$ cat src/design/ocs_pkg.sv
// Shared constants, types and helper functions of the orbit camera unit.
`default_nettype none

package ocs_pkg;

	// Action codes carried on the input tuser.
	localparam logic [2:0] ACT_LEFT     = 3'd0;
	localparam logic [2:0] ACT_RIGHT    = 3'd1;
	localparam logic [2:0] ACT_UP       = 3'd2;
	localparam logic [2:0] ACT_DOWN     = 3'd3;
	localparam logic [2:0] ACT_FORWARD  = 3'd4;
	localparam logic [2:0] ACT_BACKWARD = 3'd5;
	localparam logic [2:0] ACT_LOAD     = 3'd6;

	// Angles in Q16.16 degrees.
	localparam logic [25:0] DEG_FULL  = 26'd23592960;
	localparam logic [23:0] DEG_HALF  = 24'd11796480;
	localparam logic [22:0] DEG_QUART = 23'd5898240;

	localparam logic signed [31:0] DEG_FULL_S  = 32'sd23592960;
	localparam logic signed [31:0] DEG_HALF_S  = 32'sd11796480;
	localparam logic signed [31:0] DEG_QUART_S = 32'sd5898240;

	// 65536 * 180 / pi, rounded.
	localparam logic [21:0] RAD_TO_DEG = 22'd3754936;

	// Inverse CORDIC gain in Q2.30.
	localparam logic signed [47:0] CORDIC_INV_GAIN = 48'sd652032874;

	// Vectoring prescale stops once a magnitude reaches 2^40.
	localparam logic signed [47:0] NORM_LIMIT = 48'sh0100_0000_0000;

	// Request into the CORDIC unit.
	typedef struct packed {
		logic               start;
		logic               vector_mode;
		logic [24:0]        ang;
		logic signed [33:0] num;
		logic signed [33:0] den;
	} cordic_req_t;

	// Response from the CORDIC unit.
	typedef struct packed {
		logic               done;
		logic signed [33:0] x;
		logic signed [33:0] y;
		logic signed [31:0] z;
	} cordic_rsp_t;

	// atan(2^-i) in Q16.16 degrees.
	function automatic logic [21:0] atan_deg(input logic [4:0] idx);
		logic [21:0] r;
		case (idx)
			5'd0:    r = 22'd2949120;
			5'd1:    r = 22'd1740967;
			5'd2:    r = 22'd919879;
			5'd3:    r = 22'd466945;
			5'd4:    r = 22'd234379;
			5'd5:    r = 22'd117304;
			5'd6:    r = 22'd58666;
			5'd7:    r = 22'd29335;
			5'd8:    r = 22'd14668;
			5'd9:    r = 22'd7334;
			5'd10:   r = 22'd3667;
			5'd11:   r = 22'd1833;
			5'd12:   r = 22'd917;
			5'd13:   r = 22'd458;
			5'd14:   r = 22'd229;
			5'd15:   r = 22'd115;
			5'd16:   r = 22'd57;
			5'd17:   r = 22'd29;
			5'd18:   r = 22'd14;
			5'd19:   r = 22'd7;
			5'd20:   r = 22'd4;
			5'd21:   r = 22'd2;
			5'd22:   r = 22'd1;
			default: r = 22'd0;
		endcase
		return r;
	endfunction

	// Saturate to the signed 32-bit range.
	function automatic logic [31:0] sat32(input logic signed [37:0] v);
		logic [31:0] r;
		if (v > 38'sd2147483647) begin
			r = 32'h7FFF_FFFF;
		end else if (v < -38'sd2147483648) begin
			r = 32'h8000_0000;
		end else begin
			r = v[31:0];
		end
		return r;
	endfunction

endpackage

`default_nettype wire

$ cat src/design/ocs_cordic.sv
// Iterative CORDIC for sine/cosine of an angle and for atan2, one step per cycle.
`default_nettype none

module ocs_cordic #(
	parameter int CORDIC_STEPS = 20
) (
	input  wire logic                clk,
	input  wire logic                arst_n,
	input  wire ocs_pkg::cordic_req_t req,
	output ocs_pkg::cordic_rsp_t     rsp
);

	localparam int IW = $clog2(CORDIC_STEPS);

	typedef enum logic [2:0] {
		PH_IDLE = 3'b001,
		PH_NORM = 3'b010,
		PH_ITER = 3'b100
	} phase_t;

	phase_t             phase_q;
	logic               done_q;
	logic [IW-1:0]      i_q;
	logic               vm_q;
	logic               flip_q;
	logic signed [47:0] x_q;
	logic signed [47:0] y_q;
	logic signed [31:0] z_q;
	logic signed [31:0] base_q;

	// Start values.
	logic signed [31:0] za;
	logic signed [31:0] zb;
	logic               flip_n;
	logic signed [47:0] num_w;
	logic signed [47:0] den_w;
	logic               special;
	logic signed [31:0] special_z;

	// Step values.
	logic               ccw;
	logic signed [47:0] xs;
	logic signed [47:0] ys;
	logic signed [31:0] at;
	logic               norm_more;

	// Fold the angle into -90..90 degrees and sort out the atan2 special cases.
	always_comb begin
		za     = $signed({7'b0, req.ang});
		zb     = za;
		flip_n = 1'b0;
		if (za > ocs_pkg::DEG_HALF_S) begin
			za = za - ocs_pkg::DEG_FULL_S;
		end
		zb = za;
		if (za > ocs_pkg::DEG_QUART_S) begin
			zb     = za - ocs_pkg::DEG_HALF_S;
			flip_n = 1'b1;
		end else if (za < -ocs_pkg::DEG_QUART_S) begin
			zb     = za + ocs_pkg::DEG_HALF_S;
			flip_n = 1'b1;
		end
		num_w     = 48'(req.num);
		den_w     = 48'(req.den);
		special   = 1'b0;
		special_z = '0;
		if (req.num == 34'sd0) begin
			special   = 1'b1;
			special_z = req.den[33] ? ocs_pkg::DEG_HALF_S : 32'sd0;
		end else if (req.den == 34'sd0) begin
			special   = 1'b1;
			special_z = req.num[33] ? -ocs_pkg::DEG_QUART_S : ocs_pkg::DEG_QUART_S;
		end
	end

	// One micro-rotation.
	always_comb begin
		ccw       = vm_q ? y_q[47] : !z_q[31];
		xs        = x_q >>> i_q;
		ys        = y_q >>> i_q;
		at        = $signed({10'b0, ocs_pkg::atan_deg(5'(i_q))});
		norm_more = (x_q < ocs_pkg::NORM_LIMIT) && (y_q < ocs_pkg::NORM_LIMIT) &&
			(y_q > -ocs_pkg::NORM_LIMIT);
	end

	// Control.
	always_ff @(posedge clk or negedge arst_n) begin
		if (!arst_n) begin
			phase_q <= PH_IDLE;
			done_q  <= 1'b0;
			i_q     <= '0;
		end else begin
			done_q <= 1'b0;
			unique case (phase_q)
				PH_IDLE: begin
					if (req.start) begin
						i_q <= '0;
						if (!req.vector_mode) begin
							phase_q <= PH_ITER;
						end else if (special) begin
							done_q <= 1'b1;
						end else begin
							phase_q <= PH_NORM;
						end
					end
				end
				PH_NORM: begin
					if (!norm_more) begin
						phase_q <= PH_ITER;
					end
				end
				PH_ITER: begin
					i_q <= i_q + 1'b1;
					if (i_q == IW'(CORDIC_STEPS - 1)) begin
						phase_q <= PH_IDLE;
						done_q  <= 1'b1;
					end
				end
				default: phase_q <= PH_IDLE;
			endcase
		end
	end

	// Datapath.
	always_ff @(posedge clk) begin
		if (phase_q == PH_IDLE && req.start) begin
			vm_q <= req.vector_mode;
			if (!req.vector_mode) begin
				x_q    <= ocs_pkg::CORDIC_INV_GAIN;
				y_q    <= '0;
				z_q    <= zb;
				flip_q <= flip_n;
				base_q <= '0;
			end else begin
				flip_q <= 1'b0;
				if (special) begin
					z_q    <= special_z;
					base_q <= '0;
				end else if (den_w < 0) begin
					x_q    <= -den_w;
					y_q    <= -num_w;
					z_q    <= '0;
					base_q <= ocs_pkg::DEG_HALF_S;
				end else begin
					x_q    <= den_w;
					y_q    <= num_w;
					z_q    <= '0;
					base_q <= '0;
				end
			end
		end else if (phase_q == PH_NORM) begin
			if (norm_more) begin
				x_q <= x_q <<< 1;
				y_q <= y_q <<< 1;
			end
		end else if (phase_q == PH_ITER) begin
			if (ccw) begin
				x_q <= x_q - ys;
				y_q <= y_q + xs;
				z_q <= z_q - at;
			end else begin
				x_q <= x_q + ys;
				y_q <= y_q - xs;
				z_q <= z_q + at;
			end
		end
	end

	assign rsp.done = done_q;
	assign rsp.x    = flip_q ? -x_q[33:0] : x_q[33:0];
	assign rsp.y    = flip_q ? -y_q[33:0] : y_q[33:0];
	assign rsp.z    = base_q + z_q;

endmodule

`default_nettype wire

$ cat config.mk
export PLATFORM = sky130hd
export DESIGN_NAME = ocs_cordic
export DESIGN_NICKNAME = d
export VERILOG_FILES = /design/src/design/ocs_pkg.sv /design/src/design/ocs_cordic.sv
export SDC_FILE = /design/constraint.sdc
export NUM_CORES = 1
export LEC_CHECK = 0
export ABC_CLOCK_PERIOD_IN_PS = 12750
export BUFFER_PORTS_ARGS = -buffer_cell sky130_fd_sc_hd__buf_4
export CORE_UTILIZATION = 50
export CTS_BUF_LIST = sky130_fd_sc_hd__clkbuf_8
export CTS_CLUSTER_SIZE = 30
export DETAILED_ROUTE_END_ITERATION = 16
export PLACE_DENSITY_LB_ADDON = 0.3
export SLEW_MARGIN = 20
export SYNTH_ARGS = -nofsm -noshare
export SYNTH_HDL_FRONTEND = slang
export SYNTH_SLANG_ARGS = --single-unit
$ cat constraint.sdc
create_clock -name clk -period 12.75 [get_ports clk]
set_input_delay 1.275 -clock clk [delete_from_list [all_inputs] [get_ports clk]]
set_output_delay 1.275 -clock clk [all_outputs]
set_load 0.05 [all_outputs]
==> impl_metrics.tcl <==
set metrics [dict create \
    viasPerCell 7.01 \
    die_w_um 232 \
    synth_top_area_cell "edfxtp_1" \
    cts_resized 0 \
    synth_compound_area_share_pct 26.4 \
    num_rows 83 \
    synth_edf_count 131 \
    port_buffers 197 \
    postCtsSetupBuffers 0 \
    end_kind "flip-flop" \
    ios 198 \
    fmax_ghz 0.115 \
    grt_setup_unrepaired "no" \
    synth_area_leaders "edfxtp_1 (15%), mux4_2 (8.0%), ha_1 (7.7%)" \
    grt_max_degree 160 \
    worst-setup-path-type "flip-flop to flip-flop" \
    hold_viol_final 0 \
    antenna_left 0 \
    reg2reg_from "i_q[1]$_DFFE_PN0P_" \
    synth_fp_nets 3538 \
    cts_sinks 140 \
    yosysTopAreaCellShare_pct 14.9 \
    nNetsFinal 3544 \
    worst_ep_arrival_time_ps 9010 \
    tritoncts "done" \
    ys_seq_area_share_pct 15.8 \
    clock_insertion_delay_worst_skew_ps 580 \
    r2r_slack_ps 4030 \
    initial_core_util_pct 51.0 \
    grt_pass1_vias 25844 \
    yosysUniqueCellTypes 96 \
    startpoint_type "flip-flop" \
    clock_path_buffers 2 \
    synthMuxAreaShare_pct 14.2 \
    synth_fa_ha_area_share_pct 7.96 \
    cap_viol_max_count 0 \
    cts_root_buf "clkbuf_8" \
    tns_ps 0 \
    htree_levels 4 \
    area_delta_synth_final_pct 7.34 \
    antenna_found_initial 3 \
    routed_wl_um 109000 \
    synth_area_um2 26400 \
    die_h_um 232 \
    maxSlewHeadroom_pct 20.6 \
    synth_commonest_cells "nand2_1 (289), o21ai_0 (283), a21oi_1 (251), xnor2_1 (221), nor2_1 (211)" \
    yosys.area_share.simple_pct 18.2 \
    hpwl_um 82600 \
    skew_ps 21.9 \
    drc_errors 0 \
    synth_xor_area_share_pct 12.1 \
    crit_fanout 70 \
    clk_pin_slew_ps 110 \
    drive_above_1_share_pct 14.7 \
    worst_ep_required_time_ps 13040 \
    slew_viol_final 0 \
    coreArea_um2 51700 \
    grtUsageTotal_pct 39.9 \
    period_minus_slack_ps 8720 \
    hold_class "input pin to asynchronous set/reset pin" \
    drtPass1Iterations 6 \
    async_flop_share_pct 6.43 \
    synth-seq-cells 140 \
    status "complete, no violations" \
    wl_per_cell_um 27.5 \
    synthFlopType "edfxtp_1" \
    worstMarginPinSlew_ps 1180 \
    post-synth-top-count-cell "nand2_1" \
    yosys_warnings 0 \
    synth_cells 3275 \
    grt-ovfl-total 0 \
    syn_area_per_cell_um2 8.06 \
    synth_top_family_by_area "compound AO/OA/AOI/OAI gates" \
    routabilityCongestion 1.03 \
    hold_buffers 0 \
    setup_violations 0 \
    setup.worst_path.start "i_q[1]$_DFFE_PN0P_" \
    cts-buffers-inserted 17 \
    vias 27863 \
    drt_iter0_drc 3373 \
    grt_pass1_wl_um 162000 \
    dieArea_um2 53700 \
    period_share_pct 68.4 \
]
-- final timing paths --
check | to | depth (start not counted)
max | x_q[46]$_DFFE_PP_ | 21
min | done_q$_DFF_PN0_ | 1
max reg2reg | x_q[46]$_DFFE_PP_ | 21
min reg2reg | phase_q[2]$_DFFE_PN0P_ | 1
max in group asynchronous | phase_q[0]$_DFFE_PN1P_ | 1
min in group clk | phase_q[2]$_DFFE_PN0P_ | 1
-- cells by family after synthesis --
kind of cell,count (synthesis)
AOI/OAI and AO/OA,1083
xor gates and xnor gates,364
adders and majority gates,166
buffers and inverters,312
DFF,140
muxes,245
and+or+nand+nor,965
-- state kept, by name, indices dropped and copies added (netlist names) --
register	cells
i_q	5
base_q	1
flip_q	1
vm_q	1
y_q	48
z_q	32
done_q	1
phase_q	3
x_q	48
-- layer usage --
metal	global-route usage, %	up-vias	wire (µm)
met5	0	-	0
met4	16.7	0	4380
met3	9.07	237	11900
met2	59.2	1742	47200
met1	55.4	13493	45700
li1	-	12391	-
-- final cells by class --
class / count / area [µm²]
fillers: 4910 / 23400
multi-input cells: 2823 / 20900
flip-flops and latches: 140 / 4170
repair buffers: 240 / 1830
well taps: 680 / 851
clock buffers: 17 / 234
inverters: 59 / 221
clock inverters: 15 / 158
diodes: 3 / 7.51
-- cells in the final DEF (no fill, tap or decap), types with 22 or more instances in the layout --
cell type,instances
a31oi_1,37
nand4_1,25
xnor2_1,221
nand2_1,288
or2_2,23
o22ai_1,30
edfxtp_1,131
nor2b_1,37
o31ai_1,58
nor2_1,211
nand2b_1,58
and2_1,23
or4_1,22
o211ai_1,23
mux2_2,48
o21a_1,24
a22oi_1,59
mux2i_1,90
and3_1,23
a21o_1,79
mux4_2,94
ha_1,163
a21oi_1,250
nor4_1,23
nand3_1,65
or3_1,52
o21ai_0,283
buf_4,238
a211oi_1,37
nor3_1,53
inv_1,54
xor2_1,143
nand3b_1,22
-- per-stage QoR --
stage	setup slack, ps	hold slack (ps)	instance area [µm²]	cells	util [%]
after floorplan	2320	531	26400	3275	-
after global placement	4630	592	27900	3942	54.0
after detailed placement	4430	617	27900	3942	54.0
after CTS	4370	458	28300	3974	54.7
after global routing	3590	479	28300	3976	54.8
final	4030	507	28300	3977	54.8
-- worst max-delay path, stage by stage (launching register included) --
cell and delay, ps:
dfrtp_4 850, buf_4 820, mux4_2 480, mux2_2 340, mux2i_1 470, o221ai_1 300
or4bb_1 510, or4_1 620, nor3_1 840, nor2_1 110, xor2_1 180, ha_1 330
nand2_1 150, nor2_1 90, o211ai_1 140, o211ai_1 260, a2111oi_0 780, o41a_1 380
o21ai_0 170, a311oi_1 320, xor2_1 170, o21ai_0 80
Power is left out: the tool's default activity adds up to more than one toggle a clock period on the data nets, which glitch-free logic cannot reach.
