## config.mk

```make
export PLATFORM = sky130hd
export DESIGN_NAME = ocs_divider
export DESIGN_NICKNAME = d
export VERILOG_FILES = /design/src/design/ocs_pkg.sv /design/src/design/ocs_divider.sv
export SDC_FILE = /design/constraint.sdc
export NUM_CORES = 1
export LEC_CHECK = 0
export ABC_AREA = 1
export BUFFER_PORTS_ARGS = -buffer_cell sky130_fd_sc_hd__buf_4
export CORE_UTILIZATION = 60
export CTS_CLUSTER_DIAMETER = 120
export CTS_CLUSTER_SIZE = 28
export DETAILED_ROUTE_END_ITERATION = 8
export GPL_ROUTABILITY_DRIVEN = 1
export PLACE_DENSITY = 0.86
export SYNTH_ARGS = -nofsm -noshare
export SYNTH_HDL_FRONTEND = slang
export SYNTH_SLANG_ARGS = --single-unit
```

## constraint.sdc

```tcl
create_clock -name clk -period 6.14 [get_ports clk]
set_input_delay 1.842 -clock clk [delete_from_list [all_inputs] [get_ports clk]]
set_output_delay 1.842 -clock clk [all_outputs]
set_load 0.05 [all_outputs]
```

## src/design/ocs_pkg.sv

```systemverilog
// Shared constants, types and helper functions of the orbit camera unit.
`default_nettype none

package ocs_pkg;

	// Action codes carried on the input tuser.
	localparam logic [2:0] ACT_LEFT     = 3'd0;
	localparam logic [2:0] ACT_RIGHT    = 3'd1;
	localparam logic [2:0] ACT_UP       = 3'd2;
	localparam logic [2:0] ACT_DOWN     = 3'd3;
	localparam logic [2:0] ACT_FORWARD  = 3'd4;
	localparam logic [2:0] ACT_BACKWARD = 3'd5;
	localparam logic [2:0] ACT_LOAD     = 3'd6;

	// Angles in Q16.16 degrees.
	localparam logic [25:0] DEG_FULL  = 26'd23592960;
	localparam logic [23:0] DEG_HALF  = 24'd11796480;
	localparam logic [22:0] DEG_QUART = 23'd5898240;

	localparam logic signed [31:0] DEG_FULL_S  = 32'sd23592960;
	localparam logic signed [31:0] DEG_HALF_S  = 32'sd11796480;
	localparam logic signed [31:0] DEG_QUART_S = 32'sd5898240;

	// 65536 * 180 / pi, rounded.
	localparam logic [21:0] RAD_TO_DEG = 22'd3754936;

	// Inverse CORDIC gain in Q2.30.
	localparam logic signed [47:0] CORDIC_INV_GAIN = 48'sd652032874;

	// Vectoring prescale stops once a magnitude reaches 2^40.
	localparam logic signed [47:0] NORM_LIMIT = 48'sh0100_0000_0000;

	// Request into the CORDIC unit.
	typedef struct packed {
		logic               start;
		logic               vector_mode;
		logic [24:0]        ang;
		logic signed [33:0] num;
		logic signed [33:0] den;
	} cordic_req_t;

	// Response from the CORDIC unit.
	typedef struct packed {
		logic               done;
		logic signed [33:0] x;
		logic signed [33:0] y;
		logic signed [31:0] z;
	} cordic_rsp_t;

	// atan(2^-i) in Q16.16 degrees.
	function automatic logic [21:0] atan_deg(input logic [4:0] idx);
		logic [21:0] r;
		case (idx)
			5'd0:    r = 22'd2949120;
			5'd1:    r = 22'd1740967;
			5'd2:    r = 22'd919879;
			5'd3:    r = 22'd466945;
			5'd4:    r = 22'd234379;
			5'd5:    r = 22'd117304;
			5'd6:    r = 22'd58666;
			5'd7:    r = 22'd29335;
			5'd8:    r = 22'd14668;
			5'd9:    r = 22'd7334;
			5'd10:   r = 22'd3667;
			5'd11:   r = 22'd1833;
			5'd12:   r = 22'd917;
			5'd13:   r = 22'd458;
			5'd14:   r = 22'd229;
			5'd15:   r = 22'd115;
			5'd16:   r = 22'd57;
			5'd17:   r = 22'd29;
			5'd18:   r = 22'd14;
			5'd19:   r = 22'd7;
			5'd20:   r = 22'd4;
			5'd21:   r = 22'd2;
			5'd22:   r = 22'd1;
			default: r = 22'd0;
		endcase
		return r;
	endfunction

	// Saturate to the signed 32-bit range.
	function automatic logic [31:0] sat32(input logic signed [37:0] v);
		logic [31:0] r;
		if (v > 38'sd2147483647) begin
			r = 32'h7FFF_FFFF;
		end else if (v < -38'sd2147483648) begin
			r = 32'h8000_0000;
		end else begin
			r = v[31:0];
		end
		return r;
	endfunction

endpackage

`default_nettype wire

```

## src/design/ocs_divider.sv

```systemverilog
// Bit-serial divider that also folds the quotient modulo a full turn.
`default_nettype none

module ocs_divider (
	input  wire logic        clk,
	input  wire logic        arst_n,
	input  wire logic        start,
	input  wire logic [53:0] dividend,
	input  wire logic [31:0] divisor,
	output logic             done,
	output logic [24:0]      deg
);

	localparam int DIV_BITS = 54;
	localparam logic [25:0] DEG_FULL_W = ocs_pkg::DEG_FULL;

	logic        busy_q;
	logic        done_q;
	logic [5:0]  cnt_q;
	logic [53:0] dvd_q;
	logic [31:0] dvs_q;
	logic [31:0] rem_q;
	logic [24:0] deg_q;

	logic [32:0] trial;
	logic        qbit;
	logic [32:0] diff;
	logic [31:0] rem_n;
	logic [25:0] dbl;
	logic [24:0] deg_n;

	// One quotient bit per cycle; the quotient is kept reduced mod 360 degrees.
	always_comb begin
		trial = {rem_q, dvd_q[53]};
		qbit  = trial >= {1'b0, dvs_q};
		diff  = trial - {1'b0, dvs_q};
		rem_n = qbit ? diff[31:0] : trial[31:0];
		dbl   = {deg_q, qbit};
		deg_n = (dbl >= DEG_FULL_W) ? 25'(dbl - DEG_FULL_W) : dbl[24:0];
	end

	// Control.
	always_ff @(posedge clk or negedge arst_n) begin
		if (!arst_n) begin
			busy_q <= 1'b0;
			done_q <= 1'b0;
			cnt_q  <= '0;
		end else begin
			done_q <= 1'b0;
			if (start) begin
				busy_q <= 1'b1;
				cnt_q  <= 6'(DIV_BITS - 1);
			end else if (busy_q) begin
				cnt_q <= cnt_q - 6'd1;
				if (cnt_q == 6'd0) begin
					busy_q <= 1'b0;
					done_q <= 1'b1;
				end
			end
		end
	end

	// Datapath.
	always_ff @(posedge clk) begin
		if (start) begin
			dvd_q <= dividend;
			dvs_q <= divisor;
			rem_q <= '0;
			deg_q <= '0;
		end else if (busy_q) begin
			dvd_q <= {dvd_q[52:0], 1'b0};
			rem_q <= rem_n;
			deg_q <= deg_n;
		end
	end

	assign done = done_q;
	assign deg  = deg_q;

endmodule

`default_nettype wire

```

==> flow_summary_export.csv, run 1 <==
group,metric,value,unit
status,status,"completed",
detailed_routing,wire_per_inst,14.9,um
final_layout,regArea,0.00392,mm2
floorplanning,dieArea,0.0149,mm2
final_layout,syn_to_final_growth,16.5,%
timing,slew_violations,0,
global_routing,grt.busiest_layer,"met2",
placement,hpwl,15500,um
min_path,worstHoldPathType,"flop to flop",
detailed_routing,firstDrtPassIters,5,
yosys,synth-compound-area-share,0.0555,
detailed_routing,post_drt_via_cell_ratio,5.26,
floorplanning,ioPinCount,115,
final_layout,nNetsFinal,1377,
yosys,synth_seq_area_share,0.454,
yosys,syn_nets,1288,
power_and_ir_drop,p_leak,5.22,nW
timing,worstMarginPinSlew,1020,ps
critical_path,cp-start-kind,"primary input",
yosys,synth_top_family_by_area,"simple AND/OR/NAND/NOR gates",
final_layout,final_common_cell,"nand2_1",
clock_tree,clkLatencyLatePin,420,ps
critical_path,path_cells,"buf_4 > nor2_2 > inv_2 > buf_4",
clock_tree,cts-root-buf,"clkbuf_16",
clock_tree,cts_hold_buf,0,
floorplanning,die-width,122,um
global_routing,antenna_found_initial,0,
placement,portBuffers,114,
critical_path,critPathKind,"primary input to flop",
final_layout,diodes,0,
clock_tree,post_cts_resized,0,
detailed_routing,ant_nets,0,
critical_path,worst-path-buf-inv,3,
clock_tree,cts_made_buffers,17,
floorplanning,die_h,122,um
critical_path,path_max_fanout,84,
floorplanning,initial_utilization,0.619,
clock_tree,clk_pin_slew,60,ps
critical_path,cp-end-kind,"flop",
final_layout,drive_gt1_frac,0.139,
critical_path,cpLargestDelayFamily,"buffers and inverters",
critical_path,crit_arrival,3170,ps
critical_path,cpPeakStageDelay,700,ps
power_and_ir_drop,power_density,318,mW/mm2
placement,routabilityCongestion,0.935,
timing,fmax,320,MHz
yosys,netlist_area,0.00865,mm2
timing,hold_violations,0,
global_routing,globalRouteTotalUtil,0.307,
yosys,synthSimpleGateAreaFrac,0.313,
final_layout,num-fill-cells,1150,
detailed_routing,vias,7594,
yosys,ys_warn_count,0,
global_routing,met1_usage,0.379,
yosys,synth-async-reset-ratio,0.0530,
yosys,synth_seq_cells,151,
timing,fin_skew,12.5,ps
global_routing,grt_pass1_wl,35100,um
global_routing,gr-usage-met3,0.0712,
detailed_routing,wl,21500,um
detailed_routing,remaining_drc_errors,0,
timing,period_share,0.509,
detailed_routing,first_iter_violations,655,
global_routing,use_met2,0.517,
yosys,synth_ff_type,"edfxtp_1",
yosys,synthMuxAreaShare,0,
floorplanning,core,0.0140,mm2
yosys,synthDistinctLibCells,42,
timing,finalSetupViolations,0,
clock_tree,numClockSinks,151,
timing,max_slew_margin,0.323,
timing,fin_setup_tns,0,ps
job,max_cap_violations,0,
yosys,synth-edff-count,86,
floorplanning,rows,43,
critical_path,cp.required,6180,ps
global_routing,grt_max_degree,85,
clock_tree,clockBufferDepth,2,
final_layout,multi_input_comb_area,0.00381,mm2
clock_tree,cts_tree,"done",
yosys,avgSynthCellArea,7.44,um2
power_and_ir_drop,p_total,3.21,mW
timing,rsz0062_at_grt,"no",
yosys,synth_fa_ha_area_frac,0.0529,
global_routing,grt_pass1_vias,7399,
global_routing,grt.overflow.total,0,
yosys,synth_xor_area_frac,0.0182,
yosys,syn_inst,1163,
power_and_ir_drop,peakVddDrop,224,uV
clock_tree,cts_setup_buffers,0,
final_layout,final_cell_mix,"474 x nand2_1, 162 x inv_1, 119 x buf_4",
timing,hold_slack,470,ps
critical_path,critPathSlowestCell,"buf_4",
clock_tree,htree_levels,4,
critical_path,crit_path_frequent_cell,"buf_4",
timing,min_period,3130,ps
## kinds of logic (layout without fill, tap and decap cells)
kind of cell,count (synthesis),after routing
flip-flops,151,151
buffers and inverters,221,323
AO/OA/AOI/OAI,84,84
AND/OR/NAND/NOR,653,653
adder cells (fa/ha/maj),36,36
XOR/XNOR,18,18
## through the flow
| stage | setup WS, ps | cell area, um2 | std cells | utilization |
|---|---|---|---|---|
| 2_1_floorplan | 1770 | 8650 | 1163 | - |
| 3_3_place_gp | 2660 | 9500 | 1413 | 0.679 |
| 3_5_place_dp | 2610 | 9500 | 1413 | 0.679 |
| 4_1_cts | 3060 | 10100 | 1445 | 0.720 |
| 5_1_grt | 2880 | 10100 | 1445 | 0.720 |
| 6_report | 3010 | 10100 | 1445 | 0.720 |
## power by group
part | internal, mW | switching, mW | total, mW
clock | 0.600 | 0.423 | 1.02
combinational | 0.324 | 0.616 | 0.940
sequential | 1.18 | 0.0633 | 1.25
## cells in the mapped netlist (2+ instances only)
library cell	instances	share of area
nor2_2	2	0.0014
o21ai_0	19	0.011
a21o_1	2	0.0017
inv_1	163	0.071
a21oi_1	26	0.015
nand3b_1	8	0.0069
nand2_1	474	0.21
dfxtp_1	57	0.13
edfxtp_1	86	0.30
inv_2	8	0.0035
xnor2_1	7	0.0071
buf_2	4	0.0023
nand2_2	7	0.0051
o22ai_1	24	0.017
nand4_1	8	0.0058
xor2_1	11	0.011
clkbuf_1	23	0.010
nor4_1	2	0.0014
nand3_1	84	0.049
buf_4	18	0.016
ha_1	35	0.051
o21ai_1	4	0.0023
nor3_1	11	0.0064
dfrtp_1	8	0.023
nor3_2	2	0.0023
buf_6	3	0.0039
o21bai_1	5	0.0043
nor2_1	48	0.021
## worst register-to-register path, cell delays in order, from the launching register on
cell	delay, ps
edfxtp_1	330
inv_1	40
ha_1	400
nand2_1	160
nor2_1	200
nand2_1	140
nor3_2	320
nand2_1	150
nand2_2	100
inv_4	150
nand2_8	300
nand2_1	270
nand2_1	120
nand2_1	50
nand2_1	50
## area by class of cell
type,instances,share of cell area
sequential,151,0.389
clock buffer,21,0.0468
inverter,172,0.0643
timing repair buffer,119,0.0887
multi-input combinational,791,0.378
tap,180,0.0223
clock inverter,11,0.0108
## sequential cells by signal (all words and copies together) (netlist names)
signal and flops:
dvs_q 32, dvd_q 54, busy_q 1, deg 25, rem_q 32, cnt_q 6
done 1
## worst paths after layout
kind / from / endpoint / slack [ps] / cells after the start
max: start / dvd_q[16] / 3010 / 4
min: rem_q[29] / rem_q[29] / 470 / 2
max reg2reg: dvs_q[23] / rem_q[22] / 3280 / 14
min reg2reg: rem_q[29] / rem_q[29] / 470 / 2
max in group asynchronous: arst_n / cnt_q[5] / 4770 / 1
min in group asynchronous: arst_n / done / 1230 / 1
## routing by layer
| metal | up-vias | wire length [um] |
|---|---|---|
| met3 | 38 | 1300 |
| li1 | 3846 | - |
| met1 | 3468 | 9320 |
| met5 | - | 0 |
| met4 | 0 | 569 |
| met2 | 242 | 10300 |
(Power assumes the default switching activity.)
==> run 2: changes to the inputs <==
--- a/config.mk
+++ b/config.mk
@@ -5,14 +5,14 @@
 export SDC_FILE = /design/constraint.sdc
 export NUM_CORES = 1
 export LEC_CHECK = 0
-export ABC_AREA = 1
+export ABC_AREA = 0
 export BUFFER_PORTS_ARGS = -buffer_cell sky130_fd_sc_hd__buf_4
-export CORE_UTILIZATION = 60
+export CORE_UTILIZATION = 58
 export CTS_CLUSTER_DIAMETER = 120
 export CTS_CLUSTER_SIZE = 28
 export DETAILED_ROUTE_END_ITERATION = 8
 export GPL_ROUTABILITY_DRIVEN = 1
-export PLACE_DENSITY = 0.86
+export PLACE_DENSITY = 0.84
 export SYNTH_ARGS = -nofsm -noshare
 export SYNTH_HDL_FRONTEND = slang
 export SYNTH_SLANG_ARGS = --single-unit
==> constraint.sdc (replaced) <==
create_clock -name clk -period 3.19 [get_ports clk]
set_input_delay 0.957 -clock clk [delete_from_list [all_inputs] [get_ports clk]]
set_output_delay 0.957 -clock clk [all_outputs]
set_load 0.05 [all_outputs]
==> run 2 against run 1 <==
Against the previous run: non-clock buffer count up 7; via count down 22%; register-to-register slack worse by 2900 ps; critical endpoint is now rem_q[21]; largest cell class unchanged.
==> flow_summary_export.csv, run 2 <==
group,metric,value,unit
critical_path,cp.required,3550,ps
detailed_routing,remaining_drc_errors,0,
global_routing,grt_pass1_vias,5828,
critical_path,path_cells,"inv_1 > ha_1 > nand2_2 > o21ai_2 > a211oi_1 > o31ai_1 > o21ba_4 > a211o_1 > buf_4 > o311a_1 > nor3_2",
yosys,netlist_area,0.00797,mm2
timing,slew_violations,0,
final_layout,final_common_cell,"buf_4",
timing,worstMarginPinSlew,701,ps
critical_path,cp-start-kind,"flop",
timing,fin_skew,13.1,ps
clock_tree,htree_levels,4,
floorplanning,initial_utilization,0.597,
yosys,ys_warn_count,0,
power_and_ir_drop,power_density,487,mW/mm2
detailed_routing,first_iter_violations,415,
timing,hold_violations,0,
clock_tree,cts_tree,"done",
clock_tree,clockBufferDepth,2,
yosys,synth-edff-count,86,
clock_tree,cts_setup_buffers,0,
final_layout,reg.largest.list,"dvd_q: 54 flops, dvs_q: 32 flops, rem_q: 32 flops",
final_layout,nNetsFinal,962,
timing,period_share,0.889,
final_layout,top_register,"dvd_q",
timing,max_slew_margin,0.531,
floorplanning,core,0.0133,mm2
yosys,avgSynthCellArea,10.7,um2
critical_path,cpPeakStageDelay,440,ps
floorplanning,ioPinCount,115,
final_layout,regArea,0.00393,mm2
global_routing,grt.overflow.total,0,
clock_tree,numClockSinks,151,
yosys,synth_seq_cells,151,
min_path,worstHoldPathType,"primary input to asynchronous set/reset pin",
detailed_routing,vias,5909,
timing,finalSetupViolations,0,
critical_path,critPathKind,"flop to flop",
yosys,synth_top_area_share,0.324,
final_layout,drive_gt1_frac,0.262,
placement,dp.cells,994,
critical_path,crit_arrival,3190,ps
clock_tree,clkLatencyLatePin,430,ps
yosys,synth_ff_type,"edfxtp_1",
timing,hold_slack,331,ps
final_layout,instances_no_fill,1026,
final_layout,diodes,0,
global_routing,grt_pass1_wl,28000,um
critical_path,path_max_fanout,13,
final_layout,num-fill-cells,980,
power_and_ir_drop,peakVddDrop,417,uV
power_and_ir_drop,p_leak,4.13,nW
detailed_routing,firstDrtPassIters,4,
yosys,synth_most_common_cell,"edfxtp_1",
yosys,synthDistinctLibCells,62,
floorplanning,dieArea,0.0142,mm2
detailed_routing,wl,17100,um
floorplanning,rows,42,
yosys,synthTopCellsByCount,"86 x edfxtp_1, 71 x nor2_1, 68 x nand2_1",
critical_path,r2r_cells,11,
yosys,syn_inst,747,
detailed_routing,post_drt_via_cell_ratio,5.76,
timing,fin_setup_tns,0,ps
yosys,synth_seq_area_share,0.492,
global_routing,antenna_found_initial,0,
detailed_routing,wire_per_inst,16.7,um
job,max_cap_violations,0,
clock_tree,cts_hold_buf,0,
yosys,syn_nets,872,
yosys,synth-async-reset-ratio,0.0530,
final_layout,final_cell_mix,"125 x buf_4, 86 x edfxtp_1, 71 x nor2_1",
critical_path,cp-end-kind,"flop",
floorplanning,die_h,119,um
clock_tree,clk_pin_slew,60,ps
yosys,synth_top_cell_by_area,"edfxtp_1",
status,status,"completed",
placement,hpwl,12100,um
floorplanning,die-width,119,um
yosys,yosys-top-cells-area,"edfxtp_1 32%, dfxtp_1 14%, mux2_2 7.5%",
timing,fmax,353,MHz
global_routing,grt_max_degree,55,
timing,min_period,2840,ps
final_layout,syn_to_final_growth,17.9,%
clock_tree,cts_made_buffers,17,
clock_tree,post_cts_resized,0,
timing,rsz0062_at_grt,"no",
critical_path,critPathSlowestCell,"ha_1",
clock_tree,cts-root-buf,"clkbuf_16",
final_layout,largest_reg_flops,54,
final_layout,multi_input_comb_area,0.00355,mm2
global_routing,globalRouteTotalUtil,0.251,
placement,routabilityCongestion,0.915,
placement,portBuffers,114,
detailed_routing,ant_nets,0,
run 2: path summary, 6_finish.rpt:
kind / start / endpoint / slack [ps]
max in group asynchronous: arst_n / busy_q / 2720
setup / recovery: dvs_q[15] / rem_q[21] / 350
setup reg to reg: dvs_q[15] / rem_q[21] / 350
hold reg to reg: deg[24] / deg[24] / 480
hold / removal: arst_n / cnt_q[4] / 330
min in group clk: deg[24] / deg[24] / 480
run 2: cells by family after synthesis:
| kind of cell | synth area share |
|---|---|
| AND/OR/NAND/NOR | 0.107 |
| AO/OA/AOI/OAI | 0.142 |
| flip-flops | 0.492 |
| buffers and inverters | 0.0621 |
| multiplexers | 0.102 |
| adder cells (fa/ha/maj) | 0.0574 |
| XOR/XNOR | 0.0363 |
run 2: cell type report:
type	instances	area share
Clock inverter	15	0.0152
Multi-Input combinational cell	495	0.378
Sequential cell	151	0.418
Clock buffer	17	0.0453
Inverter	46	0.0184
Tap cell	176	0.0234
Timing Repair Buffer	126	0.102
run 2: per-layer routing:
metal	vias up	share of wire	wire length, um	track usage
met1	2839	0.43	7320	0.316
met3	21	0.057	975	0.0661
met5	-	0	0	0
met4	0	0.016	269	0.0894
li1	2873	-	-	-
met2	176	0.50	8570	0.416
run 2: worst max-delay path: cells and delay by family, from the launching register on:
kind                     cells  cell delay (ps)
AO/OA/AOI/OAI                6             1490
buffers and inverters        2              250
flip-flops                   1              330
adder cells (fa/ha/maj)      1              440
AND/OR/NAND/NOR              2              270
run 2: through the flow:
| stage | utilization | cell area, um2 | setup WS [ps] | power [mW] |
|---|---|---|---|---|
| floorplan | - | 7970 | 90.6 | 2.52 |
| global placement | 0.662 | 8830 | 422 | 2.66 |
| detailed placement | 0.662 | 8830 | 400 | 2.69 |
| CTS | 0.704 | 9400 | 361 | 4.61 |
| global route | 0.704 | 9400 | 157 | 4.75 |
| finish | 0.704 | 9400 | 354 | 4.58 |
run 2: power breakdown:
part,internal (mW),switching [mW]
sequential,2.19,0.0400
clock,1.09,0.839
combinational,0.219,0.207
total,3.49,1.09
