File: src/design/ocs_sqrt.sv
// Digit-serial integer square root, two radicand bits per cycle.
`default_nettype none

module ocs_sqrt (
	input  wire logic        clk,
	input  wire logic        arst_n,
	input  wire logic        start,
	input  wire logic [63:0] rad,
	output logic             done,
	output logic [31:0]      root
);

	logic        busy_q;
	logic        done_q;
	logic [4:0]  cnt_q;
	logic [63:0] rad_q;
	logic [33:0] rem_q;
	logic [31:0] root_q;

	logic [33:0] t;
	logic [33:0] trial;
	logic        ge;

	// Bring down two bits and try the next root bit.
	always_comb begin
		t     = {rem_q[31:0], rad_q[63:62]};
		trial = {root_q, 2'b01};
		ge    = t >= trial;
	end

	// Control.
	always_ff @(posedge clk or negedge arst_n) begin
		if (!arst_n) begin
			busy_q <= 1'b0;
			done_q <= 1'b0;
			cnt_q  <= '0;
		end else begin
			done_q <= 1'b0;
			if (start) begin
				busy_q <= 1'b1;
				cnt_q  <= 5'd31;
			end else if (busy_q) begin
				cnt_q <= cnt_q - 5'd1;
				if (cnt_q == 5'd0) begin
					busy_q <= 1'b0;
					done_q <= 1'b1;
				end
			end
		end
	end

	// Datapath.
	always_ff @(posedge clk) begin
		if (start) begin
			rad_q  <= rad;
			rem_q  <= '0;
			root_q <= '0;
		end else if (busy_q) begin
			rad_q  <= {rad_q[61:0], 2'b00};
			rem_q  <= ge ? (t - trial) : t;
			root_q <= {root_q[30:0], ge};
		end
	end

	assign done = done_q;
	assign root = root_q;

endmodule

`default_nettype wire

File: config.mk
export PLATFORM = sky130hd
export DESIGN_NAME = ocs_sqrt
export DESIGN_NICKNAME = d
export VERILOG_FILES = /design/src/design/ocs_sqrt.sv
export SDC_FILE = /design/constraint.sdc
export NUM_CORES = 1
export LEC_CHECK = 0
export ABC_AREA = 0
export BUFFER_PORTS_ARGS = -buffer_cell sky130_fd_sc_hd__buf_2
export CAP_MARGIN = 5
export CORE_ASPECT_RATIO = 1.75
export CORE_MARGIN = 3
export CORE_UTILIZATION = 55
export CTS_BUF_LIST = sky130_fd_sc_hd__clkbuf_8
export DETAILED_ROUTE_END_ITERATION = 6
export HOLD_SLACK_MARGIN = 0.12
export PLACE_DENSITY = 0.77
export SLEW_MARGIN = 20
export SYNTH_ARGS = -nofsm -noshare
export SYNTH_HDL_FRONTEND = slang
export SYNTH_SLANG_ARGS = --single-unit
File: constraint.sdc
create_clock -name clk -period 4.71 [get_ports clk]
set_clock_uncertainty 0.1 [all_clocks]
set_input_delay 0.2355 -clock clk [delete_from_list [all_inputs] [get_ports clk]]
set_output_delay 0.2355 -clock clk [all_outputs]
set_load 0.05 [all_outputs]
==> run summary, run 1 <==
The flow ran to the end, and the final reports show no timing, DRC or antenna violations. Buffers added to address setup during post-CTS repair amount to 0. The clock-pin slew reported for the worst setup and hold paths after clock tree synthesis is 90 ps. In the final routed layout, each cell accounts on average for 16.5 um.

The period utilization is 80.4%. Setup repair after global routing left no endpoint under its margin. For this run, the detailed router's first-pass iteration total came to 5. The maximum fanout encountered on the critical timing path is 16.

The total inserted antenna cells is 0. Ranked by total cell area, the synthesized netlist is headed by edfxtp_1, dfxtp_1, mux2_2, mux2i_1, ha_1. For the pin with the worst max-slew slack, the measured transition is 1090 ps. TritonCTS built the clock tree. The worst setup path is launched from a register.

The length of routed met3 wiring is 642 um. The worst endpoint required time came out at 4930 ps. The total power of the final layout came out at 5.02 mW. Counting flops and latches in the post-synthesis netlist gives 135. The highest metal layer carrying signal wires in the routed design is met4.

The unique cell type count in the Yosys netlist is 62. The library cells used most frequently in the layout, excluding fill and tap cells, are buf_2, nor2_1, dlygate4sd3_1. The hold violation count in the final report came out at 0. The final instance area is 9120 um^2.

The post-synthesis sequential area ratio is 45.2%. The total number of H-tree levels is 4. The cell area after synthesis came out at 7470 um^2.

The number of flops mapped to enable cells by yosys came out at 64. The violation count after the first detailed-route iteration is 257. IR analysis of the VDD net gives a maximum drop of 0.294 mV. The post-synthesis async set-or-reset flop share is 5.19%. In this run the tightest slew margin relative to its limit is 27.4%. The global-route usage over all layers is 23.9%. The share of synthesized area in the top cell type comes to 25.7%. Clock tree synthesis inserted a total of 17 buffers.

The mean cell area of the mapped netlist is 10.4 um^2. The total negative slack for setup checks is 0 ps. The wire length on met1 came out at 6.58 mm.

The setup slack after placement is 941 ps. The reported leakage power came out at 4.08 nW. Counting along the longest clock path gives a buffer depth of 2. The number of antenna violations at the first check in global routing was 0. In this run the remaining antenna-violating nets after routing total 0. The count of cells resized by post-cts repair came out at 0.

The sum of met2 wire segment lengths after detailed routing is 9.53 mm. For this run the aggregate overflow at the end of global routing stands at 0. The first-pass GRT wire length is 28.7 mm. For this run, design rule violations remaining after detail routing come to 0. The total number of clock tree sinks is 135. The fraction of layout instances using a drive strength above 1 came out at 23.6%. The most used flip-flop cell after synthesis is edfxtp_1.

The via count came out at 5925. In this run, post-CTS hold repair placed 66 buffers. The final worst setup slack is 922 ps. The worst endpoint data arrival time is 4010 ps. The I/O pin count came out at 100. Static timing analysis puts the maximum clock frequency at 0.264 GHz. The maximum number of pins on one net before global-route repair is 93. The final worst hold slack came out at 226 ps. Summing all placed instances gives a cell area of 8060 um^2. The number of nets in the synthesized netlist is 818.

The cell taking the most area after synthesis is edfxtp_1. The post-layout minimum cycle time came out at 3790 ps. STA classifies the critical path endpoint as a register.

The overall routed net length is 17.4 mm. The total core area is 13100 um^2. The count of maximum capacitance violations is 0. Power spread over the standard cell area amounts to 550 nW/um^2. The number of global-route vias before repair came out at 6163. The area growth from synthesis to layout is 22.2%. The initial core utilization came out at 56.8%. The initialized floorplan defines 55 standard-cell rows.

The count of pins over their slew limit is 0. The die area is 15100 um^2. The classification of the worst setup path is reg -> reg.

The gate count of the mapped netlist came out at 715. The half-perimeter wire length of the detailed placement result came out at 11.4 mm. During synthesis, Yosys emitted a total of 0 warnings.

In this run the vertical extent of the chip is 160 um. Leaving out fill and tap cells, the most frequent cell in the layout is buf_2. The final net count is 970. In this run the tool buffered the top-level ports with 99 buffer cells. Dividing the detail-routed via count by the number of cells gives 5.64. The final weighted congestion in routability-driven placement is 0.898.

The chip width came out at 94.1 um. The tightest min-delay check is of the in -> reg type. The later pin in the worst-skew pair is clocked with a latency of 440 ps. The CTS root buffer is clkbuf_8.

Setup violations remaining at the end of the flow were counted as 0.
==> cell usage after synthesis (4+ instances only) <==
cell type and n:
clkbuf_1 25, nand4_1 7, ha_1 36, mux2i_1 57
inv_1 46, nand2_1 31, xor2_1 10, xnor2_1 21
o21a_1 4, nor3_1 4, a21o_1 15, o21ai_0 17
dfxtp_1 64, a21oi_1 31, nand3_1 12, buf_1 7
a211oi_1 24, nor2_1 79, and3_1 4, nand2b_1 10
a31oi_1 8, o21ai_1 5, and2_1 5, edfxtp_1 64
o21bai_1 6, mux2_2 62, nor2b_1 6, dfrtp_1 7
==> worst paths after layout <==
check	startpoint	endpoint	slack, ps	depth (start not counted)
max in group asynchronous	arst_n	busy_q	3520	3
setup / recovery	root[21]	rem_q[30]	920	11
setup reg to reg	root[21]	rem_q[30]	920	11
min in group asynchronous	arst_n	cnt_q[1]	700	3
hold / removal	start	root[26]	230	2
hold reg to reg	rem_q[27]	rem_q[27]	380	2
==> cells by family (layout without fill, tap and decap cells) <==
| group | count (synthesis) | count (layout) | synth area share, % |
|---|---|---|---|
| AO/OA/AOI/OAI | 138 | 138 | 12.7 |
| multiplexers | 120 | 120 | 17.1 |
| buffers and inverters | 83 | 248 | 4.54 |
| flip-flops | 135 | 135 | 45.2 |
| adder cells (fa/ha/maj) | 36 | 36 | 6.03 |
| AND/OR/NAND/NOR | 172 | 172 | 10.8 |
| XOR/XNOR | 31 | 31 | 3.64 |
==> critical path: stages, from the launching register on <==
cell	delay [ps]
dfxtp_1	380
inv_1	60
ha_1	360
a21o_1	220
a21oi_1	170
o21ai_0	120
a221oi_1	530
o311ai_0	370
o21ai_4	620
buf_4	340
a2111oi_0	100
a211o_1	290
==> layer usage <==
layer	track usage (%)	vias to the layer above
li1	-	2885
met1	25.9	2814
met2	43.8	173
met3	4.85	53
met4	10.1	0
met5	0	-
==> report_power, final <==
part           leakage [nW]  total [mW]  internal, mW  switching (mW)
combinational          2.61        2.54          1.16            1.38
sequential             1.27        1.49          1.39          0.0963
clock                 0.193       0.984         0.481           0.503
==> through the flow <==
stage,utilization [%],std cells
2_1_floorplan,-,715
3_3_place_gp,61.3,953
3_5_place_dp,61.3,953
4_1_cts,69.4,1051
5_1_grt,69.4,1051
6_report,69.4,1051
==> flip-flops by register name, summed over array words and instances, names as in the netlist <==
name    flops
busy_q      1
cnt_q       5
rad_q      64
done        1
rem_q      32
root       32
==> layout make-up <==
| cell class | instances | area (um^2) |
|---|---|---|
| clock inverter | 15 | 166 |
| multi-input combinational | 497 | 3760 |
| inverter | 46 | 173 |
| fill | 1017 | 4020 |
| tap | 171 | 214 |
| timing repair buffer | 170 | 1200 |
| sequential | 135 | 3380 |
| clock buffer | 17 | 234 |
Note: power is estimated with default switching activity, not from simulation.
==> run 2, diff against run 1 <==
--- a/config.mk
+++ b/config.mk
@@ -5,7 +5,7 @@
 export SDC_FILE = /design/constraint.sdc
 export NUM_CORES = 1
 export LEC_CHECK = 0
-export ABC_AREA = 0
+export ABC_AREA = 1
 export BUFFER_PORTS_ARGS = -buffer_cell sky130_fd_sc_hd__buf_2
 export CAP_MARGIN = 5
 export CORE_ASPECT_RATIO = 1.75
@@ -14,7 +14,7 @@
 export CTS_BUF_LIST = sky130_fd_sc_hd__clkbuf_8
 export DETAILED_ROUTE_END_ITERATION = 6
 export HOLD_SLACK_MARGIN = 0.12
-export PLACE_DENSITY = 0.77
+export PLACE_DENSITY = 0.76
 export SLEW_MARGIN = 20
 export SYNTH_ARGS = -nofsm -noshare
 export SYNTH_HDL_FRONTEND = slang
==> constraint.sdc (replaced) <==
create_clock -name clk -period 3.51 [get_ports clk]
set_clock_uncertainty 0.1 [all_clocks]
set_input_delay 0.1755 -clock clk [delete_from_list [all_inputs] [get_ports clk]]
set_output_delay 0.1755 -clock clk [all_outputs]
set_load 0.05 [all_outputs]
==> run 2 against run 1 <==
  * Sequential share of layout area fell by 2.7 points
  * Global-route usage rose by 6.9 points
  * Clock power rose by 38%
  * Final cell count rose by 45%
==> run summary, run 2 <==
The post-route antenna net violation count came to 0 (unchanged). The final cell utilization of the core came out at 68.2% (-1.3 points). The post-layout minimum cycle time came out at 2680 ps (-1110 ps). The count of cells resized by post-cts repair is 0 (unchanged). The first-pass GRT wire length came out at 39.6 mm (+38%).

The count of maximum capacitance violations is 0 (unchanged). TritonCTS built the clock tree. The total number of H-tree levels is 4 (unchanged).

The number of global-route vias before repair is 8101 (+31%). The total core area came out at 14400 um^2 (+9.9%). The actual transition at the worst max-transition pin came out at 988 ps (-101 ps). Sorting the synthesized cells by area gives the leading types as nand2_1, edfxtp_1, dfxtp_1, inv_1, ha_1.

The insertion delay to the later sink of the worst-skew pair is 450 ps (about the same). The worst endpoint required time was 3750 ps (-1180 ps). The gate count of the mapped netlist came out at 1177 (+65%). The violation count after the first detailed-route iteration was 428 (+67%). The flow ran to the end, and the final reports show no timing, DRC or antenna violations. The die height came to 167 um (+4.2%). Leaving out fill and tap cells, the most frequent cell in the layout is nand2_1. The simple-gate share of the synthesized area is 36.6% (+26 points).

The final net count is 1438 (+48%). The wire length on met1 is 8.59 mm (+31%). The flip-flop count of the largest register, all copies and words added is 64 (unchanged). The mean cell area of the mapped netlist came out at 6.92 um^2 (-34%). In this run the top signal layer used is met4. The power per cell area came out at 812 nW/um^2 (+48%). The maximum number of pins on one net before global-route repair is 65 (-30%).

The most used flip-flop cell after synthesis is edfxtp_1. The synthesis warning total is 0 (unchanged). The via count came to 8016 (+35%). The clock-pin slew reported for the worst setup and hold paths after clock tree synthesis came out at 110 ps (+20 ps).

The fraction of power consumed by sequential logic came out at 25.8% (-3.9 points). The length of routed met3 wiring is 1.11 mm (+73%). The unique cell type count in the Yosys netlist came to 36 (-42%). The xor-xnor portion of the synthesized cell area is 1.51% (-2.1 points). The internal power is 3.92 mW (+29%).

The post-synthesis adder-cell area fraction came out at 5.53% (-0.50 points). The worst endpoint data arrival time is 2930 ps (-1080 ps). The worst IR drop on VDD is 0.483 mV (+64%). The worst hold path belongs to the class in -> reg. The fraction of layout instances using a drive strength above 1 is 12.6% (-11 points).

The share of the synthesized area in the top cell type is 26.0% (+0.27 points). The maximum fanout encountered on the critical timing path came out at 33 (+17). Setup repair after global routing left no endpoint under its margin. By instance count, the leading cell after synthesis is nand2_1. Compared with the post-synthesis result, the final layout area differs by 20.9%. The sum of met2 wire segment lengths after detailed routing came out at 13.1 mm (+37%). The reported leakage power came out at 5.31 nW (+30%). The largest total area in the synthesized netlist belongs to nand2_1. The total congestion overflow after global routing is 0 (unchanged).

The proportion of power drawn by combinational gates is 57.2% (+6.6 points). The period utilization came out at 76.4% (-4.0 points). Counting flops per register, the top entry is rad_q. The largest family of logic cells by synthesized area is simple AND/OR/NAND/NOR gates. The register bit count reported by yosys is 135 (unchanged).

After synthesis, the most frequently instantiated cells are nand2_1, inv_1, nand3_1. The fraction of power spent switching nets came out at 51.0% (+12 points). The power spent charging and discharging nets is 4.08 mW (+110%). STA classifies the critical path startpoint as a register. The final-layout fill cell count was 1271 (+25%). The count of buffers added by post-CTS timing repair for setup came out at 0 (unchanged). The overall routed net length is 24.6 mm (+42%). The final worst setup slack is 829 ps (-93.4 ps). The die area is 16400 um^2 (+8.5%). The mux share of post-synthesis cell area is 0% (-17 points). The total inserted antenna cells came out at 0 (unchanged).

The setup slack after placement is 865 ps (-76.6 ps). The count of buffers from port buffering came out at 99 (unchanged). The initial core utilization came out at 56.4% (-0.45 points). The number of vias per cell came out at 5.25 (-6.9%). The maximum number of buffers from clock root to sink came out at 2 (unchanged). The number of detailed-route iterations in the first pass is 6 (+1). The chip width came to 98.0 um (+4.1%). In the layout the commonest cells are nand2_1, inv_1, buf_2.

The critical path is of the reg -> reg type. The cell row count is 58 (+5.5%). The number of antenna violations at the first check in global routing was 0 (unchanged). The count of pins over their slew limit came to 0 (unchanged). The final count of negative-setup-slack endpoints was 0 (unchanged).

The number of flops mapped to enable cells by yosys is 64 (unchanged). The share of the synthesized area in compound gates (AO/OA/AOI/OAI) is 4.86% (-7.8 points). The final weighted congestion in routability-driven placement is 1.01 (+12%). The clock network fraction of design power came out at 17.0% (-2.6 points).

The half-perimeter wire length of the detailed placement result came out at 17.1 mm (+50%). The post-synthesis sequential area ratio came out at 41.5% (-3.7 points). The hold buffer count at CTS came out at 66 (unchanged).

The DRC violations left came out at 0 (unchanged). The clock buffer count from CTS came out at 17 (unchanged). The total negative slack for setup checks is 0 ps (unchanged).

The global-route usage over all layers came out at 30.8% (+6.9 points). The timing-limited maximum frequency is 0.373 GHz (+41%). The I/O pin count was 100 (unchanged).

The hold violation count in the final report was 0 (unchanged). The number of nets in the synthesized netlist is 1280 (+56%). The routed wire length per instance is 16.1 um (-2.6%). The cell area after synthesis came to 8140 um^2 (+9.0%).

The total number of clock tree sinks is 135 (unchanged). The normalized max-slew margin came out at 34.1% (+6.6 points). The post-synthesis async set-or-reset flop share is 5.19% (unchanged). The worst setup path is captured at a register.

CTS placed an instance of clkbuf_8 at the clock tree root.
run 2: changes by cell type after synthesis, sizes merged, moves of 21 or more:
cell,previous run,this run
a211oi,24,0
inv,46,172
mux2,63,0
mux2i,57,0
nand2,31,576
nand3,12,69
nor2,79,45
o22ai,1,31
xnor2,21,0
run 2: through the flow:
step	hold slack [ps]	cell area, um^2	total power, mW	cells
3_3_place_gp	-78.3	8770	6.52	1430
3_5_place_dp	-69.7	8770	6.54	1430
5_1_grt	244	9840	8.68	1528
4_1_cts	215	9840	7.96	1528
2_1_floorplan	-220	8140	5.44	1177
6_report	237	9840	7.99	1528
run 2: area by class of cell:
| type | instances | area, um^2 | area share (%) |
|---|---|---|---|
| sequential | 135 | 3380 | 34.3 |
| clock buffer | 17 | 234 | 2.38 |
| timing repair buffer | 172 | 1220 | 12.4 |
| tap | 180 | 225 | 2.29 |
| clock inverter | 15 | 178 | 1.81 |
| multi-input combinational | 836 | 3960 | 40.2 |
| inverter | 173 | 651 | 6.61 |
run 2: worst paths after layout:
path	start	endpoint	slack [ps]	depth (start not counted)
worst min register to register	rem_q[6]	rem_q[6]	390	2
min in group asynchronous	arst_n	cnt_q[2]	590	3
worst max register to register	root[7]	rem_q[29]	830	16
worst max-delay path	root[7]	rem_q[29]	830	16
max in group asynchronous	arst_n	busy_q	2440	3
worst min-delay path	start	rad_q[19]	240	3
run 2: worst max-delay path, cell delays in order (launching register included):
cell and delay [ps]:
dfxtp_1 340, inv_1 70, ha_1 350, nand2_1 160
inv_2 50, nand2_1 60, nand2_1 80, inv_1 80
nand3_2 140, nand2_2 110, nand2_2 70, nand2_4 300
nand2_8 240, nand2_1 230, nand2_1 70, nand2_1 70
nand2_1 50
run 2: metal layers:
layer  track usage [%]  vias to the layer above
li1                  -                     3978
met4              21.7                        0
met2              55.7                      282
met1              31.5                     3659
met3              5.03                       97
met5                 0                        -
run 2: power by group through the flow:
stage | sequential, mW | clock, mW | combinational (mW)
floorplan | 2.05 | 0 | 3.39
global placement | 2.09 | 0 | 4.43
detailed placement | 2.09 | 0 | 4.45
CTS | 2.06 | 1.37 | 4.53
global route | 2.08 | 1.43 | 5.17
finish | 2.07 | 1.36 | 4.57
run 2: cells by family after synthesis:
logic type	Yosys count
AND/OR/NAND/NOR	719
adder cells (fa/ha/maj)	36
buffers and inverters	206
AO/OA/AOI/OAI	67
XOR/XNOR	14
flip-flops	135
==> run 3, diff against run 2 <==
--- a/config.mk
+++ b/config.mk
@@ -5,7 +5,7 @@
 export SDC_FILE = /design/constraint.sdc
 export NUM_CORES = 1
 export LEC_CHECK = 0
-export ABC_AREA = 1
+export ABC_AREA = 0
 export BUFFER_PORTS_ARGS = -buffer_cell sky130_fd_sc_hd__buf_2
 export CAP_MARGIN = 5
 export CORE_ASPECT_RATIO = 1.75
@@ -14,7 +14,7 @@
 export CTS_BUF_LIST = sky130_fd_sc_hd__clkbuf_8
 export DETAILED_ROUTE_END_ITERATION = 6
 export HOLD_SLACK_MARGIN = 0.12
-export PLACE_DENSITY = 0.76
+export PLACE_DENSITY = 0.77
 export SLEW_MARGIN = 20
 export SYNTH_ARGS = -nofsm -noshare
 export SYNTH_HDL_FRONTEND = slang
==> constraint.sdc (replaced) <==
create_clock -name clk -period 2.5 [get_ports clk]
set_clock_uncertainty 0.1 [all_clocks]
set_input_delay 0.125 -clock clk [delete_from_list [all_inputs] [get_ports clk]]
set_output_delay 0.125 -clock clk [all_outputs]
set_load 0.05 [all_outputs]
==> run 3 against run 2 <==
  * The run now ends with negative setup slack left
  * Setup slack got worse by 1100 ps
  * Clock-buffer cell count unchanged
  * Hold slack improved by 140 ps
  * First-iteration DRC count decreased by 44%
  * Total power increased by 48%
  * Global-route usage decreased by 2.0 points
  * Via count decreased by 18%
  * Critical path depth decreased by 4
  * Sequential share of layout area decreased by 2.1 points
  * Clock power increased by 29%
  * Non-clock buffer count increased by 149
  * Critical endpoint is now rem_q[2]
  * Largest power group unchanged
==> run summary, run 3 (synthesized netlist as in run 1, its figures left out) <==
The total inserted antenna cells came out at 0 (unchanged). The overall routed net length is 21.1 mm (-14%). The length of routed met3 wiring came out at 809 um (-27%). CTS placed an instance of clkbuf_8 at the clock tree root. The maximum fanout encountered on the critical timing path came out at 8 (-76%). The reported leakage power is 4.93 nW (-7.1%). The final worst setup slack came out at -314 ps (-1140 ps). The cell row count came out at 55 (-5.2%). The total power of the final layout is 11.8 mW (+48%). The run finished, with violations left. The total number of clock tree sinks is 135 (unchanged). The placed cell count is 1094 (-23%). Broken down by cell family, the worst path's largest delay share belongs to compound AO/OA/AOI/OAI gates. The DRC violations left is 0 (unchanged). The beginning of the critical path is rem_q[10]. The count of pins over their slew limit is 0 (unchanged).

The worst endpoint required time is 2710 ps (-1040 ps). The count of maximum capacitance violations came out at 0 (unchanged). The worst endpoint data arrival time came to 3020 ps (+90 ps). The power per cell area came out at 1100 nW/um^2 (+36%). The timing-limited maximum frequency came to 0.355 GHz (-4.7%). The register with the most flip-flops in the final layout is rad_q. The multi-input combinational cell area is 4080 um^2 (+3.1%). The post-route non-filler standard cell count came to 1202 (-21%).

The total number of H-tree levels is 4 (unchanged). The post-route antenna net violation count is 0 (unchanged). The cell that appears most often on the critical path is buf_12. The top cell types in the final layout, fill and taps aside, are buf_4, buf_2, nor2_1. The setup slack after placement is -383 ps (-1250 ps). The sum of met2 wire segment lengths after detailed routing came out at 11.6 mm (-11%). The I/O pin count came out at 100 (unchanged). The largest stage delay on the critical path is 400 ps (+50 ps). The first-pass GRT wire length came out at 34.0 mm (-14%).

The number of detailed-route iterations in the first pass is 4 (-2). The number of buffers and inverters on the critical path was 3 (unchanged). The tightest min-delay check is of the reg -> reg type. The total core area came out at 13100 um^2 (-9.0%). The initial core utilization was 56.8% (+0.45 points). The count of buffers from port buffering was 99 (unchanged). The final weighted congestion in routability-driven placement is 0.954 (-5.5%). The source of the worst register-to-register timing path is rem_q[10].

The die height came out at 160 um (-4.1%). The maximum number of buffers from clock root to sink came out at 2 (unchanged). The routed wire length per instance is 17.6 um (+9.2%). The chip width is 94.1 um (-4.0%).

The final-layout fill cell count is 781 (-39%). The global-route usage over all layers came out at 28.7% (-2.0 points). The number of vias per cell is 5.50 (+4.8%). The wire length on met1 is 7.73 mm (-10%). The final count of negative-setup-slack endpoints was 33 (+33). The library cell used most frequently in the layout, excluding fill and tap cells, is buf_4. The actual transition at the worst max-transition pin is 492 ps (-495 ps). The worst IR drop on VDD is 0.743 mV (+54%). The post-layout minimum cycle time came to 2810 ps (+133 ps).

The final cell utilization of the core was 81.8% (+14 points). The die area was 15100 um^2 (-7.9%). The total congestion overflow after global routing came to 0 (unchanged). The final worst hold slack came out at 381 ps (+144 ps).

The number of global-route vias before repair was 7164 (-12%). The maximum number of pins on one net before global-route repair is 65 (unchanged). The flip-flop count of the largest register, all copies and words added is 64 (unchanged). The worst setup path is of the reg -> reg kind. The violation count after the first detailed-route iteration came out at 238 (-44%). The insertion delay to the later sink of the worst-skew pair came to 450 ps (about the same). The number of antenna violations at the first check in global routing is 0 (unchanged).

The hold violation count in the final report is 0 (unchanged). The slowest stage of the critical path is the dfxtp_1 cell. The half-perimeter wire length of the detailed placement result is 13.9 mm (-19%). The clock buffer count from CTS was 17 (unchanged). The start point of the worst hold path is rem_q[30].

The final net count was 1121 (-22%). The period utilization came out at 113% (+36 points). The fraction of layout instances using a drive strength above 1 came out at 42.6% (+30 points). Traced cell by cell, the critical path runs through ha_4 > buf_4 > nand3_1 > nand2_1 > a221o_1 > o311ai_4 > a31oi_4 > o21ai_4 > buf_12 > buf_12 > mux2i_4 > a211oi_2. The TritonCTS clock tree is yes. The checks that failed: negative setup slack. The normalized max-slew margin came out at 67.2% (+33 points). The via count is 6608 (-18%). The kind of start point of the critical path is a register. Setup repair after global routing could not meet its margin everywhere.

The endpoint kind of the worst setup timing path is a register. The area growth from synthesis to layout is 44.1%. The area of all sequential standard cells was 3470 um^2 (+2.6%).

The clock-pin slew reported for the worst setup and hold paths after clock tree synthesis is 90 ps (-20 ps). Routed signal wires occupy layers up through met4.
[run 3: cell types whose count changed in the layout (fill, tap and decap cells not counted), moves of 15 or more]
| cell | previous run | this run |
|---|---|---|
| nand3_1 | 67 | 10 |
| nor2_1 | 36 | 77 |
| inv_1 | 166 | 37 |
| mux2i_1 | 0 | 51 |
| xnor2_1 | 0 | 20 |
| a21o_1 | 0 | 15 |
| dfxtp_1 | 64 | 34 |
| nand2_1 | 564 | 30 |
| dfxtp_4 | 0 | 19 |
| o22ai_1 | 31 | 1 |
| buf_4 | 6 | 144 |
| mux2_2 | 0 | 62 |
| a211oi_1 | 0 | 19 |
[run 3: routing by layer]
layer | global-route usage (%) | vias to the layer above
li1 | - | 3189
met1 | 30.5 | 3151
met2 | 51.5 | 188
met3 | 6.03 | 80
met4 | 15.8 | 0
met5 | 0 | -
[run 3: worst reg2reg max path, cell delays in order (launching register included)]
cell      delay [ps]
dfxtp_1          400
ha_4             240
buf_4            150
nand3_1           70
nand2_1           50
a221o_1          370
o311ai_4         290
a31oi_4          140
o21ai_4          260
buf_12           180
buf_12           110
mux2i_4          240
a211oi_2          90
[run 3: metrics by stage]
stage / TNS [ps] / area, um^2
after global placement: -5860 / 9430
after CTS: -6090 / 10700
after floorplan: -4860 / 7730
final: -7090 / 10800
after detailed placement: -6810 / 9430
after global routing: -10530 / 10800
[run 3: repair_timing]
item                       in CTS  in global routing
pin swaps                      10                  9
gates resized for setup        29                 13
gates cloned                    0                  1
hold endpoints to repair       90                  0
setup endpoints to repair      33                 33
setup buffers                   6                  2
hold buffers                   67                  0
[run 3: layout make-up]
| class | count | share of cell area, % |
|---|---|---|
| Multi-Input combinational cell | 497 | 37.9 |
| Tap cell | 171 | 1.99 |
| Sequential cell | 135 | 32.2 |
| Clock inverter | 15 | 1.28 |
| Timing Repair Buffer | 321 | 22.8 |
| Inverter | 46 | 1.66 |
| Clock buffer | 17 | 2.18 |
[run 3: power breakdown]
group          leakage, nW  internal (mW)  switching, mW
Sequential            1.29           2.61          0.168
Combinational         3.45           3.92           3.39
Clock                0.180          0.726           1.04
Total                 4.93           7.26           4.59
[run 3: path summary, 6_finish.rpt]
| path | endpoint | slack (ps) | depth (start not counted) |
|---|---|---|---|
| worst max-delay path | rem_q[2] | -310 | 12 |
| worst min-delay path | rem_q[30] | 380 | 1 |
| worst min register to register | rem_q[30] | 380 | 1 |
| worst max register to register | rem_q[2] | -310 | 12 |
| max in group asynchronous | busy_q | 1460 | 3 |
| min in group asynchronous | cnt_q[3] | 550 | 3 |
